$ cat src/sv/btm_pkg.sv
// Shared types and constants of the burst temporal merge block.
`default_nettype none
package btm_pkg;

    localparam int SAMPLE_W    = 16;
    localparam int FI_W        = 3;
    localparam int NF_W        = 4;
    localparam int WGT_W       = 3;
    localparam int DIFF_W      = 24;
    localparam int PIX_W       = 23;
    localparam int WSUM_W      = 6;
    localparam int TOTAL_W     = NF_W + 3;
    localparam int PROD_W      = SAMPLE_W + TOTAL_W;
    localparam int MSUM_W      = PIX_W + 1;
    localparam int DIVD_W      = MSUM_W - 3;
    localparam int CNT_W       = $clog2(DIVD_W + 1);
    localparam int DIFF_SHIFT  = 15;
    localparam int DQ_W        = DIFF_W - DIFF_SHIFT;

    localparam logic [DIFF_W-1:0] DIFF_MAX    = {DIFF_W{1'b1}};
    localparam logic [PIX_W-1:0]  PIX_MAX     = {PIX_W{1'b1}};
    localparam logic [WSUM_W-1:0] WSUM_MAX    = {WSUM_W{1'b1}};
    localparam logic [NF_W-1:0]   WEIGHT_FULL = 4'd8;
    localparam logic [NF_W-1:0]   NF_RESET    = 4'd1;

    typedef enum logic {
        OP_WEIGHT = 1'b0,
        OP_MERGE  = 1'b1
    } t_opcode;

    typedef enum logic {
        KIND_WEIGHT = 1'b0,
        KIND_PIXEL  = 1'b1
    } t_kind;

    typedef enum logic [2:0] {
        S_IDLE,
        S_EXEC,
        S_MUL,
        S_SUM,
        S_DIV
    } t_state;

    typedef struct packed {
        logic              start;
        logic [DIVD_W-1:0] dividend;
        logic [NF_W-1:0]   divisor;
    } t_div_req;

    typedef struct packed {
        logic              done;
        logic [DIVD_W-1:0] quotient;
    } t_div_rsp;

endpackage
`default_nettype wire

$ cat src/sv/btm_weight_ram.sv
// Per-frame weight memory, one write and one registered read port.
`default_nettype none
module btm_weight_ram #(
    parameter int DEPTH = 8
) (
    input  wire logic                       i_clk,
    input  wire logic                       i_we,
    input  wire logic [$clog2(DEPTH)-1:0]   i_waddr,
    input  wire logic [btm_pkg::WGT_W-1:0]  i_wdata,
    input  wire logic                       i_re,
    input  wire logic [$clog2(DEPTH)-1:0]   i_raddr,
    output logic      [btm_pkg::WGT_W-1:0]  o_rdata
);
    import btm_pkg::*;

    logic [WGT_W-1:0] r_mem [0:DEPTH-1];
    logic [WGT_W-1:0] r_rdata;

    always_ff @(posedge i_clk) begin
        if (i_we) begin
            r_mem[i_waddr] <= i_wdata;
        end
    end

    always_ff @(posedge i_clk) begin
        if (i_re) begin
            r_rdata <= r_mem[i_raddr];
        end
    end

    assign o_rdata = r_rdata;

endmodule
`default_nettype wire

$ cat src/sv/btm_divider.sv
// Restoring divider, one quotient bit per cycle.
`default_nettype none
module btm_divider (
    input  wire logic              i_clk,
    input  wire logic              i_rst_n,
    input  wire btm_pkg::t_div_req i_req,
    output btm_pkg::t_div_rsp      o_rsp
);
    import btm_pkg::*;

    logic              r_busy;
    logic              r_done;
    logic [CNT_W-1:0]  r_cnt;
    logic [DIVD_W-1:0] r_quo;
    logic [NF_W-1:0]   r_rem;
    logic [NF_W-1:0]   r_div;
    logic [NF_W:0]     s_shift;
    logic [NF_W:0]     s_sub;
    logic              s_ge;

    always_comb begin
        s_shift = {r_rem, r_quo[DIVD_W-1]};
        s_ge    = s_shift >= {1'b0, r_div};
        s_sub   = s_shift - {1'b0, r_div};
    end

    always_ff @(posedge i_clk) begin
        if (!i_rst_n) begin
            r_busy <= 1'b0;
            r_done <= 1'b0;
            r_cnt  <= '0;
        end else if (i_req.start) begin
            r_busy <= 1'b1;
            r_done <= 1'b0;
            r_cnt  <= '0;
        end else if (r_busy) begin
            r_cnt <= r_cnt + CNT_W'(1);
            if (r_cnt == CNT_W'(DIVD_W - 1)) begin
                r_busy <= 1'b0;
                r_done <= 1'b1;
            end
        end
    end

    always_ff @(posedge i_clk) begin
        if (i_req.start) begin
            r_quo <= i_req.dividend;
            r_rem <= '0;
            r_div <= i_req.divisor;
        end else if (r_busy) begin
            r_rem <= s_ge ? s_sub[NF_W-1:0] : s_shift[NF_W-1:0];
            r_quo <= {r_quo[DIVD_W-2:0], s_ge};
        end
    end

    assign o_rsp.done     = r_done;
    assign o_rsp.quotient = r_quo;

endmodule
`default_nettype wire

$ cat src/sv/burst_temporal_merge.sv
// Top level of the burst temporal merge: control, accumulators, output register.
//
// channel   direction  handshake                 payload
// -------   ---------  ------------------------  ----------------------------------------
// in        input      i_in_valid / o_in_stall    opcode, frame_index, ref/alt_sample, last
// out       output     o_out_valid / i_out_stall  result_kind, result_value
// cfg       input      i_cfg_valid / o_cfg_ready  num_frames
//
// Steps: a weight transaction or a non-last merge transaction is accepted (with the
//   weight memory read), then accumulated. A last merge transaction then goes on to
//   multiply, sum and divide, 21 quotient bits at one per cycle, then loads the result.
// Reset: synchronous, active low; clears accumulators, num_frames to 1, control state.
//   The weight memory is not cleared.
// Stalls: a finished result sits in the output register while the next transaction
//   is accepted; the block only waits when a new result meets a full, stalled register.
`default_nettype none
module burst_temporal_merge #(
    parameter int MAX_FRAMES = 8
) (
    input  wire logic                          i_clk,
    input  wire logic                          i_rst_n,
    input  wire logic                          i_in_valid,
    output logic                               o_in_stall,
    input  wire logic                          i_opcode,
    input  wire logic [btm_pkg::FI_W-1:0]      i_frame_index,
    input  wire logic [btm_pkg::SAMPLE_W-1:0]  i_ref_sample,
    input  wire logic [btm_pkg::SAMPLE_W-1:0]  i_alt_sample,
    input  wire logic                          i_last,
    output logic                               o_out_valid,
    input  wire logic                          i_out_stall,
    output logic                               o_result_kind,
    output logic      [btm_pkg::SAMPLE_W-1:0]  o_result_value,
    input  wire logic                          i_cfg_valid,
    output logic                               o_cfg_ready,
    input  wire logic [btm_pkg::NF_W-1:0]      i_cfg_num_frames
);
    import btm_pkg::*;

    localparam int AW = $clog2(MAX_FRAMES);

    // state and registers
    t_state              r_state, n_state;
    logic [NF_W-1:0]     r_num_frames;
    logic [DIFF_W-1:0]   r_diff_acc;
    logic [PIX_W-1:0]    r_pix_acc;
    logic [WSUM_W-1:0]   r_wgt_acc;
    logic                r_op;
    logic [FI_W-1:0]     r_fi;
    logic [SAMPLE_W-1:0] r_ref;
    logic [SAMPLE_W-1:0] r_alt;
    logic                r_last;
    logic                r_in_range;
    logic [PROD_W-1:0]   r_prod;
    logic                r_out_valid;
    logic                r_out_kind;
    logic [SAMPLE_W-1:0] r_out_value;

    // control strobes
    logic s_accept;
    logic s_out_free;
    logic s_exec_fire;
    logic s_wgt_emit;
    logic s_pix_emit;
    logic s_mem_we;
    logic s_mul_fire;
    logic s_sum_fire;

    // datapath
    logic [WGT_W-1:0]    s_rdata;
    logic [WGT_W-1:0]    s_w;
    logic [DIFF_W:0]     s_diff_raw;
    logic [DIFF_W-1:0]   s_diff_sum;
    logic [SAMPLE_W-1:0] s_ad;
    logic [DQ_W-1:0]     s_dq;
    logic [NF_W-1:0]     s_d;
    logic [WGT_W-1:0]    s_weight;
    logic [PIX_W:0]      s_pix_raw;
    logic [PIX_W-1:0]    s_pix_sum;
    logic [WSUM_W:0]     s_wsum_raw;
    logic [WSUM_W-1:0]   s_wsum;
    logic [NF_W-1:0]     s_nf;
    logic [TOTAL_W-1:0]  s_total;
    logic [TOTAL_W-1:0]  s_refw;
    logic [MSUM_W-1:0]   s_msum;
    logic [SAMPLE_W-1:0] s_pix_out;
    t_div_req            s_div_req;
    t_div_rsp            s_div_rsp;

    assign o_cfg_ready = 1'b1;
    assign s_out_free  = !r_out_valid || !i_out_stall;

    // next state
    always_comb begin
        n_state = r_state;
        case (r_state)
            S_IDLE: begin
                if (i_in_valid) n_state = S_EXEC;
            end
            S_EXEC: begin
                if (r_op == OP_MERGE) begin
                    n_state = r_last ? S_MUL : S_IDLE;
                end else if (!r_last || s_out_free) begin
                    n_state = S_IDLE;
                end
            end
            S_MUL:  n_state = S_SUM;
            S_SUM:  n_state = S_DIV;
            S_DIV: begin
                if (s_div_rsp.done && s_out_free) n_state = S_IDLE;
            end
            default: n_state = S_IDLE;
        endcase
    end

    // state outputs
    always_comb begin
        o_in_stall  = 1'b1;
        s_exec_fire = 1'b0;
        s_mul_fire  = 1'b0;
        s_sum_fire  = 1'b0;
        s_pix_emit  = 1'b0;
        case (r_state)
            S_IDLE: o_in_stall = 1'b0;
            S_EXEC: s_exec_fire = (r_op == OP_MERGE) || !r_last || s_out_free;
            S_MUL:  s_mul_fire = 1'b1;
            S_SUM:  s_sum_fire = 1'b1;
            S_DIV:  s_pix_emit = s_div_rsp.done && s_out_free;
            default: o_in_stall = 1'b1;
        endcase
    end

    assign s_accept   = i_in_valid && !o_in_stall;
    assign s_wgt_emit = s_exec_fire && (r_op == OP_WEIGHT) && r_last;
    assign s_mem_we   = s_wgt_emit && r_in_range;

    // weight path: saturating |ref - alt| sum, then 8 - clamp(sum >> 15, 1, 8)
    always_comb begin
        s_ad       = (r_ref > r_alt) ? (r_ref - r_alt) : (r_alt - r_ref);
        s_diff_raw = {1'b0, r_diff_acc} + (DIFF_W + 1)'(s_ad);
        s_diff_sum = s_diff_raw[DIFF_W] ? DIFF_MAX : s_diff_raw[DIFF_W-1:0];
        s_dq       = s_diff_sum[DIFF_W-1:DIFF_SHIFT];
        if (s_dq == '0) begin
            s_d = NF_W'(1);
        end else if (s_dq > DQ_W'(WEIGHT_FULL)) begin
            s_d = WEIGHT_FULL;
        end else begin
            s_d = s_dq[NF_W-1:0];
        end
        s_weight = WGT_W'(WEIGHT_FULL - s_d);
    end

    // merge path: reference-only items and out-of-range frames add nothing
    always_comb begin
        s_w        = (r_in_range && (r_fi != '0)) ? s_rdata : '0;
        s_pix_raw  = {1'b0, r_pix_acc} + ((PIX_W + 1)'(r_alt) * (PIX_W + 1)'(s_w));
        s_pix_sum  = s_pix_raw[PIX_W] ? PIX_MAX : s_pix_raw[PIX_W-1:0];
        s_wsum_raw = {1'b0, r_wgt_acc} + (WSUM_W + 1)'(s_w);
        s_wsum     = s_wsum_raw[WSUM_W] ? WSUM_MAX : s_wsum_raw[WSUM_W-1:0];
    end

    // total weight 8*nf; the reference takes what the alternates left over
    always_comb begin
        if (r_num_frames == '0) begin
            s_nf = NF_W'(1);
        end else if (32'(r_num_frames) > MAX_FRAMES) begin
            s_nf = NF_W'(MAX_FRAMES);
        end else begin
            s_nf = r_num_frames;
        end
        s_total = {s_nf, 3'b000};
        s_refw  = (TOTAL_W'(r_wgt_acc) > s_total) ? '0 : (s_total - TOTAL_W'(r_wgt_acc));
        s_msum  = {1'b0, r_pix_acc} + MSUM_W'(r_prod);
    end

    // divide by 8 is a shift; the remaining divide by nf goes to the serial divider
    assign s_div_req.start    = s_sum_fire;
    assign s_div_req.dividend = s_msum[MSUM_W-1:3];
    assign s_div_req.divisor  = s_nf;

    assign s_pix_out = (|s_div_rsp.quotient[DIVD_W-1:SAMPLE_W]) ?
                       {SAMPLE_W{1'b1}} : s_div_rsp.quotient[SAMPLE_W-1:0];

    btm_weight_ram #(
        .DEPTH (MAX_FRAMES)
    ) u_weight_ram (
        .i_clk   (i_clk),
        .i_we    (s_mem_we),
        .i_waddr (AW'(r_fi)),
        .i_wdata (s_weight),
        .i_re    (s_accept && (32'(i_frame_index) < MAX_FRAMES)),
        .i_raddr (AW'(i_frame_index)),
        .o_rdata (s_rdata)
    );

    btm_divider u_divider (
        .i_clk   (i_clk),
        .i_rst_n (i_rst_n),
        .i_req   (s_div_req),
        .o_rsp   (s_div_rsp)
    );

    // control and accumulator registers
    always_ff @(posedge i_clk) begin
        if (!i_rst_n) begin
            r_state      <= S_IDLE;
            r_num_frames <= NF_RESET;
            r_diff_acc   <= '0;
            r_pix_acc    <= '0;
            r_wgt_acc    <= '0;
            r_out_valid  <= 1'b0;
        end else begin
            r_state <= n_state;
            if (i_cfg_valid && o_cfg_ready) begin
                r_num_frames <= i_cfg_num_frames;
            end
            if (s_exec_fire && (r_op == OP_WEIGHT)) begin
                r_diff_acc <= r_last ? '0 : s_diff_sum;
            end
            if (s_exec_fire && (r_op == OP_MERGE)) begin
                r_pix_acc <= s_pix_sum;
                r_wgt_acc <= s_wsum;
            end else if (s_sum_fire) begin
                r_pix_acc <= '0;
                r_wgt_acc <= '0;
            end
            if (s_wgt_emit || s_pix_emit) begin
                r_out_valid <= 1'b1;
            end else if (!i_out_stall) begin
                r_out_valid <= 1'b0;
            end
        end
    end

    // payload registers
    always_ff @(posedge i_clk) begin
        if (s_accept) begin
            r_op       <= i_opcode;
            r_fi       <= i_frame_index;
            r_ref      <= i_ref_sample;
            r_alt      <= i_alt_sample;
            r_last     <= i_last;
            r_in_range <= 32'(i_frame_index) < MAX_FRAMES;
        end
        if (s_mul_fire) begin
            r_prod <= PROD_W'(r_ref) * PROD_W'(s_refw);
        end
        if (s_wgt_emit) begin
            r_out_kind  <= KIND_WEIGHT;
            r_out_value <= SAMPLE_W'(s_weight);
        end else if (s_pix_emit) begin
            r_out_kind  <= KIND_PIXEL;
            r_out_value <= s_pix_out;
        end
    end

    assign o_out_valid    = r_out_valid;
    assign o_result_kind  = r_out_kind;
    assign o_result_value = r_out_value;

    // an accepted transaction always goes to the execute step next
    a_accept_exec: assert property (@(posedge i_clk) disable iff (!i_rst_n)
        s_accept |=> (r_state == S_EXEC))
        else $error("accepted transaction did not reach execute");

    // merge accumulators are clear while the division runs
    a_div_clear: assert property (@(posedge i_clk) disable iff (!i_rst_n)
        (r_state == S_DIV) |-> ((r_pix_acc == '0) && (r_wgt_acc == '0)))
        else $error("merge accumulators not cleared before divide");

    // a tile weight result clears the difference sum
    a_diff_clear: assert property (@(posedge i_clk) disable iff (!i_rst_n)
        s_wgt_emit |=> (r_diff_acc == '0))
        else $error("difference sum not cleared after weight");

    // a weight result is at most seven
    a_weight_range: assert property (@(posedge i_clk) disable iff (!i_rst_n)
        (r_out_valid && (r_out_kind == KIND_WEIGHT)) |-> (r_out_value <= SAMPLE_W'(7)))
        else $error("weight result out of range");

    // results are only loaded into a free output register
    a_no_overwrite: assert property (@(posedge i_clk) disable iff (!i_rst_n)
        (s_wgt_emit || s_pix_emit) |-> (!r_out_valid || !i_out_stall))
        else $error("output register overwritten while stalled");

endmodule
`default_nettype wire

$ cat config.mk
export PLATFORM = sky130hd
export DESIGN_NAME = burst_temporal_merge
export DESIGN_NICKNAME = d
export VERILOG_FILES = /design/src/sv/btm_pkg.sv /design/src/sv/btm_weight_ram.sv /design/src/sv/btm_divider.sv /design/src/sv/burst_temporal_merge.sv
export SDC_FILE = /design/constraint.sdc
export NUM_CORES = 1
export LEC_CHECK = 0
export ABC_AREA = 0
export BUFFER_PORTS_ARGS = -buffer_cell sky130_fd_sc_hd__buf_4
export CAP_MARGIN = 20
export CORE_MARGIN = 1.5
export CORE_UTILIZATION = 45
export CTS_BUF_LIST = sky130_fd_sc_hd__clkbuf_8
export DETAILED_ROUTE_END_ITERATION = 8
export GPL_ROUTABILITY_DRIVEN = 0
export PLACE_DENSITY = 0.67
export SYNTH_ARGS = -nofsm -noshare
export SYNTH_HDL_FRONTEND = slang
export SYNTH_HIERARCHICAL = 1
export SYNTH_SLANG_ARGS = --single-unit
$ cat constraint.sdc
create_clock -name i_clk -period 20 [get_ports i_clk]
set_clock_uncertainty 0.05 [all_clocks]
set_input_delay 4 -clock i_clk [delete_from_list [all_inputs] [get_ports i_clk]]
set_output_delay 4 -clock i_clk [all_outputs]
set_load 0.01 [all_outputs]
==> results of run 1 <==
## cells in the mapped netlist (8+ instances only)
master      n  area [sq um]
nand2_1   194           728
o21a_1     15           113
xnor2_1    59           517
buf_2      10          50.1
fa_1      105          2100
inv_1     188           706
nor2_1    102           383
a21o_1     34           255
nand3_1    30           150
a31oi_1    10          62.6
nand4_1    13          81.3
o22ai_1     9          56.3
dfxtp_1    86          1720
clkbuf_1   44           165
mux2_2     27           304
a21oi_1   101           505
o221a_2    14           158
nor2b_1    26           163
nand2b_1   10          62.6
mux2i_1    15           150
o21ai_0    87           435
o21bai_1   11          82.6
o211ai_1   10          75.1
a211oi_1   19           143
xor2_1     32           280
nor3_1     89           445
ha_1      146          1830
a21boi_0   23           173
edfxtp_1  115          3450
and2_1     28           175
and3_1      8          50.1
## sequential cells by signal, indices dropped and copies added (netlist names), 5 cells and up
| register | flops |
|---|---|
| r_ref | 16 |
| r_pix_acc | 23 |
| r_diff_acc | 24 |
| r_wgt_acc | 6 |
| o_result_value | 16 |
| u_divider/r_quo | 21 |
| r_alt | 16 |
| u_weight_ram/r_mem | 24 |
| r_prod | 23 |
| u_divider/r_cnt | 5 |
## report_power, final
group | total, mW | internal (mW) | switching, mW
Sequential | 0.498 | 0.472 | 0.0256
Combinational | 0.652 | 0.270 | 0.382
Clock | 0.411 | 0.222 | 0.190
Total | 1.56 | 0.964 | 0.597
## logic make-up after synthesis
group | share of synthesized area (%)
other | 0.0224
DFF | 30.9
AOI/OAI and AO/OA | 15.9
adders and majority gates | 23.4
and+or+nand+nor | 15.3
xor gates and xnor gates | 4.76
muxes | 3.65
buffers and inverters | 6.03
## how the worst min path moves through the flow
stage | end | slack [ns] | cells past startpoint
CTS | r_diff_acc[12] | 0.42 | 2
finish | r_diff_acc[12] | 0.41 | 2
global route | r_diff_acc[12] | 0.43 | 2
floorplan | r_diff_acc[12] | 0.39 | 2
global placement | r_diff_acc[12] | 0.40 | 2
detailed placement | r_diff_acc[12] | 0.41 | 2
## critical path, delay by kind of cell, from the launching register on
family / cells / cell delay, ns
xor gates and xnor gates: 1 / 0.15
and+or+nand+nor: 9 / 1.71
buffers and inverters: 5 / 0.61
adders and majority gates: 6 / 2.62
AOI/OAI and AO/OA: 7 / 1.64
DFF: 1 / 0.32
## final cells by class
type	instances	area share, %
Multi-Input combinational cell	1329	57.4
Sequential cell	201	28.0
Inverter	191	3.88
Timing Repair Buffer	82	3.40
Tap cell	468	3.17
Clock buffer	42	3.13
Clock inverter	28	0.989
## stage by stage
| stage | cells | power [mW] | setup slack (ns) | hold slack (ns) | util, % |
|---|---|---|---|---|---|
| final | 2341 | 1.56 | 12.59 | 0.409 | 50.4 |
| after CTS | 2340 | 1.57 | 12.62 | 0.416 | 50.4 |
| after detailed placement | 2270 | 1.15 | 12.67 | 0.406 | 48.3 |
| after global routing | 2341 | 1.69 | 12.01 | 0.430 | 50.4 |
| after floorplan | 1785 | 1.00 | 13.65 | 0.388 | - |
| after global placement | 2270 | 1.14 | 12.88 | 0.403 | 48.3 |
## per-layer routing
layer | track usage (%) | share of wire, %
met5 | 0 | 0
met4 | 8.66 | 3.5
met3 | 3.61 | 5.7
met2 | 35.9 | 45
met1 | 30.2 | 46
==> reports/metrics.cfg, run 1 <==
[finish]
diodes=0
final_common_cell=inv_1
area_growth_pct=10.2
multi_input_area_sq_mm=0.0106
layout-drive-gt1-share_pct=11.4
final_cell_mix=197 x inv_1, 194 x nand2_1, 146 x ha_1
design_area_sq_mm=0.0185
seq_area_sq_mm=0.00517
n_fill_cell=3353
nets=2140

[setup_path]
reg2reg_slack_ns=12.59
crit_required_ns=20.28
crit_start=r_num_frames[1]
slowest_delay_ns=0.52
crit_type=reg2reg
cpMaxStageDelayCell=fa_1
cp.arrival_ns=7.69
cp_max_fo=50
crit_end=r_prod[22]
crit_path_end_kind=register
r2r_start=r_num_frames[1]
worstReg2RegEnd=r_prod[22]
r2r_cells=28
worstSetupStartpointType=register

[synth]
synth_cell_type_count=90
yosysWarningCount=6
syn_avg_cell_area_sq_um=9.39
synth_nets=2082
synth_edf_count=115
synthCells=1785
synthFlopType=edfxtp_1
yosysSeqAreaShare_pct=30.9
synthArstFlopShare_pct=0
ys_ff_latch=201
synth_area_sq_mm=0.0168

[grt]
grt_pass1_vias=13200
grt_antenna_before_repair=0
grt_overflow_total=0
grt_max_degree=54
grt_pass1_wl_um=68200
grt_usage_pct=22.3

[clocking]
holdBufCountCts=0
cts_max_level=2
clkSinkCount=201
clk_root_buffer_cell=clkbuf_8
cts_buffers=38
clk_pin_slew_ns=0.06
ctsResizeCount=0
ctsLongestPathBuffers=3
post-cts-setup-buffer-count=0
clkLatencyLatePin_ns=0.59
cts_tree=yes

[drt]
vias=13200
wirelength_um=41400
routedWlPerCell_um=17.7
drc_errors=0
drt_iter0_drc=897
first_pass_iters=5
detail-route-antenna-nets=0
viasPerCell=5.66

[placement]
portBuffers=64
place_area_sq_mm=0.0177
dpl.hpwl_um=31900

[power]
ir_worst_vdd_mv=0.0561
p_per_area_mw_per_mm2=84.5
p_leak_nw=8.13

[sta]
clock.fmax_mhz=135
rsz0062_at_grt=no
fin_crit_ns=7.41
relSlewSlack_pct=31.0
tightest_slew_ns=1.03
fin_tns_setup_ns=0
slew_violations=0
hold_violations=0
post-route-period-util_pct=37.0
setup_violations=0

[hold_path]
hold_class=reg2reg
hp-start=r_diff_acc[12]

[die]
io_pins=66
start_util_pct=45.8
die_x_um=196
coreArea_sq_mm=0.0366
dieHeight_um=196
dieArea_sq_mm=0.0384
rows=70

[status]
outcome=finished clean

[job]
drv_cap=0

Note: power is estimated with default switching activity, not from simulation.
==> run 2: changes to the inputs <==
- ABC_AREA: 0 -> 1
- clock period: 20 -> 7.5 ns (I/O delays scaled with it)
==> reports/metrics.cfg, run 2 <==
[clocking]
clkLatencyLatePin_ns=0.60
ctsResizeCount=0
cts_max_level=2
holdBufCountCts=0
clkSinkCount=201
post-cts-setup-buffer-count=0
cts_buffers=39
ctsLongestPathBuffers=3
clk_root_buffer_cell=clkbuf_8
clk_pin_slew_ns=0.06
cts_tree=yes

[die]
coreArea_sq_mm=0.0378
die_x_um=199
rows=71
start_util_pct=45.9
dieHeight_um=199
io_pins=66
dieArea_sq_mm=0.0398

[placement]
dpl_worst_slack_ns=1.14
placed_cells=2789
dpl.hpwl_um=35200
portBuffers=64

[hold_path]
min_path_cells=2
hp-start=u_divider/r_done
hold_class=reg2reg

[synth]
yosysSeqAreaShare_pct=29.8
synthArstFlopShare_pct=0
synth_area_sq_mm=0.0174
synthFlopType=edfxtp_1
synth_top_cell_area_share_pct=19.9
synthCells=2249
ys_ff_latch=201
synth.most_common_cell=nand2_1
netlist_top_cells_count=552 x nand2_1, 345 x inv_1, 209 x nor2_1
syn_avg_cell_area_sq_um=7.72
yosysWarningCount=6
synth_area_leaders=edfxtp_1 20%, fa_1 12%, nand2_1 12%
synth_area_leader_cell=edfxtp_1
synth_cell_type_count=59
synth_edf_count=115
synth_nets=2546

[drt]
viasPerCell=5.18
vias=14800
wirelength_um=44000
detail-route-antenna-nets=0
drt_iter0_drc=1105
routedWlPerCell_um=15.4
drc_errors=0
first_pass_iters=5

[grt]
grt_pass1_vias=14400
grt_pass1_wl_um=71600
grt_antenna_before_repair=0
grt_usage_pct=22.8
grt_max_degree=54
grt_overflow_total=0

[finish]
area_growth_pct=9.97
layout-drive-gt1-share_pct=8.30
reg.largest.list=r_diff_acc (24), u_weight_ram/r_mem (24)
diodes=0
n_fill_cell=3653
final_cell_mix=552 x nand2_1, 357 x inv_1, 204 x nor2_1
finalNonFillerCells=2860
final_common_cell=nand2_1
post-route-util_pct=50.5
nets=2616

[setup_path]
worstReg2RegEnd=r_prod[22]
crit_top_cell=inv_1
cp.arrival_ns=6.69
slowest_delay_ns=0.55
cp_max_fo=13
crit_type=reg2reg
crit_path_end_kind=register
cpMaxStageDelayCell=fa_1
reg2reg_slack_ns=1.08
r2r_start=r_num_frames[2]
crit_start=r_num_frames[2]
crit_required_ns=7.77
crit_end=r_prod[22]
worstSetupStartpointType=register
r2r_cells=32

[sta]
tightest_slew_ns=0.996
fin_tns_setup_ns=0
post-route-period-util_pct=85.5
hold_violations=0
rsz0062_at_grt=no
slew_violations=0
clock.fmax_mhz=156
relSlewSlack_pct=33.6
setup_ws_ns=1.08
fin_crit_ns=6.42
setup_violations=0

[power]
ir_worst_vdd_mv=0.139
p_leak_nw=9.43
p_per_area_mw_per_mm2=243

[job]
drv_cap=0

[status]
outcome=finished clean

==> run 2: logic make-up (layout without fill, tap and decap cells) <==
group	count (synthesis)	count (layout)	synth area share (%)
compound gates	372	372	11.6
xor+xnor	85	85	4.29
fa+ha+maj	251	251	22.6
buf+inv	406	506	9.10
flops	201	201	29.8
other cells	1	1	0.0216
simple gates	933	933	22.5
==> run 2: power breakdown <==
group	leakage (nW)	total, mW	internal, mW	switching (mW)
combinational	7.26	2.21	0.793	1.42
clock	0.416	1.06	0.560	0.498
sequential	1.75	1.38	1.31	0.0691
total	9.43	4.65	2.66	1.99
==> run 2: metal layers <==
layer  wire length [um]  global-route usage [%]  vias up  part of all wire (%)
li1                   -                       -     7358                     -
met1              20000                    30.7     6948                    45
met2              20100                    36.7      419                    46
met3               2750                    4.15       94                   6.2
met4               1220                    7.96        0                   2.8
met5                  0                       0        -                     0
==> run 2: through the flow <==
stage | hold slack [ns] | instance area [sq um] | power, mW
after global placement | 0.394 | 18400 | 3.54
after CTS | 0.402 | 19100 | 4.68
after floorplan | 0.378 | 17400 | 3.04
after detailed placement | 0.393 | 18400 | 3.58
after global routing | 0.444 | 19100 | 5.04
final | 0.401 | 19100 | 4.65
==> run 2: final cells by class <==
| cell class | instances | area, sq um | share of cell area [%] |
|---|---|---|---|
| Timing Repair Buffer | 74 | 556 | 2.91 |
| Clock inverter | 32 | 200 | 1.05 |
| Multi-Input combinational cell | 1642 | 10600 | 55.7 |
| Tap cell | 511 | 639 | 3.35 |
| Clock buffer | 39 | 537 | 2.81 |
| Sequential cell | 201 | 5170 | 27.1 |
| Inverter | 361 | 1360 | 7.11 |
==> run 2: worst min-delay path by stage <==
| stage | slack, ns | to |
|---|---|---|
| after detailed placement | 0.39 | u_divider/r_done |
| final | 0.40 | u_divider/r_done |
| after global routing | 0.44 | r_diff_acc[0] |
| after global placement | 0.39 | u_divider/r_done |
| after floorplan | 0.38 | u_divider/r_rem[3] |
| after CTS | 0.40 | u_divider/r_done |
==> run 2: worst max-delay path: cells and delay by family (launching register included) <==
family | cells | cell delay (ns)
fa+ha+maj | 6 | 2.80
simple gates | 9 | 1.15
buf+inv | 10 | 0.97
compound gates | 6 | 0.74
flops | 1 | 0.31
xor+xnor | 1 | 0.13
==> run 3: changes to the inputs <==
- ABC_AREA: 1 -> default
==> reports/metrics.cfg, run 3 (same netlist as run 1, synthesis figures left out) <==
[sta]
rsz0062_at_grt=no
hold_violations=0
fin_tns_setup_ns=0
slew_violations=0
relSlewSlack_pct=34.4
setup_violations=0
post-route-period-util_pct=92.5
fin_crit_ns=6.94
clock.fmax_mhz=144
tightest_slew_ns=0.981

[hold_path]
hold_class=reg2reg
hp-start=r_diff_acc[12]

[die]
coreArea_sq_mm=0.0366
die_x_um=196
dieHeight_um=196
start_util_pct=45.8
rows=70
dieArea_sq_mm=0.0384
io_pins=66

[setup_path]
cp_max_fo=18
crit_required_ns=7.79
r2r_start=r_num_frames[3]
crit_start=r_num_frames[3]
worstSetupStartpointType=register
cp.arrival_ns=7.23
crit_path_end_kind=register
crit_type=reg2reg

[grt]
grt_max_degree=54
grt_overflow_total=0
grt_pass1_wl_um=68000
grt_pass1_vias=13100
grt_antenna_before_repair=0
grt_usage_pct=22.4

[clocking]
ctsResizeCount=0
cts_buffers=37
cts_max_level=2
cts_tree=yes
clkLatencyLatePin_ns=0.60
post-cts-setup-buffer-count=0
ctsLongestPathBuffers=3
clkSinkCount=201
clk_root_buffer_cell=clkbuf_8
holdBufCountCts=0
clk_pin_slew_ns=0.06

[power]
p_clk_share_pct=26.1
seqPwrFrac_pct=31.6
switchingPower_mw=1.61
cellInternalPower_mw=2.58
switching_share_pct=38.4
combPwrFrac_pct=42.3
p_per_area_mw_per_mm2=227
ir_worst_vdd_mv=0.159
p_total_mw=4.20
p_leak_nw=8.16

[status]
outcome=finished clean

[finish]
area_growth_pct=10.4
final_cell_mix=200 x inv_1, 194 x nand2_1, 146 x ha_1
nets=2141
reg.largest.list=r_diff_acc (24), u_weight_ram/r_mem (24)
final_common_cell=inv_1
design_area_sq_mm=0.0185
layout-drive-gt1-share_pct=11.4
diodes=0

[drt]
detail-route-antenna-nets=0
vias=13200
first_pass_iters=5
viasPerCell=5.63
routedWlPerCell_um=18.0
drt_iter0_drc=860
drc_errors=0
wirelength_um=42200

[placement]
portBuffers=64
dpl.hpwl_um=32800
place_area_sq_mm=0.0177

[job]
drv_cap=0

-- run 3: area by class of cell --
cell class                      count  area, sq um
Sequential cell                   201         5170
Clock buffer                       43          592
Fill cell                        3410        18100
Timing Repair Buffer               84          663
Clock inverter                     25          169
Multi-Input combinational cell   1329        10600
Inverter                          191          717
Tap cell                          468          586
-- run 3: power by group through the flow --
stage,Clock [mW],Sequential [mW],Combinational (mW)
floorplan,0,1.32,1.36
finish,1.10,1.33,1.77
detailed placement,0,1.35,1.75
CTS,1.13,1.32,1.76
global placement,0,1.35,1.70
global route,1.18,1.33,2.00
-- run 3: critical path: stages, from the launching register on --
cell and delay, ns:
dfxtp_1 0.47, nor2_1 0.12, ha_1 0.35, nor4b_1 0.27, o21ai_0 0.16, nand2b_1 0.24, a21boi_4 0.09, buf_4 0.20
nor2_1 0.25, nand2_1 0.12, fa_1 0.49, fa_1 0.54, inv_1 0.05, fa_1 0.53, inv_1 0.05, fa_1 0.53
inv_1 0.05, ha_1 0.32, a21oi_1 0.17, o31ai_1 0.13, nor4_1 0.32, o221a_2 0.29, nor3_1 0.07, a2111oi_1 0.50
a21oi_1 0.15, xnor2_1 0.16
-- run 3: metrics by stage --
step                      hold slack [ns]  setup slack (ns)  instances  util [%]
after floorplan                     0.388              1.15       1785         -
after global placement              0.404             0.890       2271      48.3
after detailed placement            0.416             0.604       2272      48.4
after CTS                           0.425             0.604       2340      50.5
after global routing                0.448             0.157       2341      50.5
final                               0.417             0.562       2341      50.5
-- run 3: final timing paths --
check | to | slack, ns | depth (start not counted)
max | r_prod[22] | 0.56 | 25
min | r_diff_acc[12] | 0.42 | 2
min reg2reg | r_diff_acc[12] | 0.42 | 2
max reg2reg | r_prod[22] | 0.56 | 25
-- run 3: layer usage --
metal | global-route usage [%] | wire [um] | share of wire (%) | vias to the layer above
met5 | 0 | 0 | 0 | -
met4 | 8.66 | 1340 | 3.2 | 0
met3 | 3.80 | 2470 | 5.9 | 92
met2 | 36.3 | 19200 | 45 | 387
met1 | 29.8 | 19200 | 46 | 6339
li1 | - | - | - | 6373
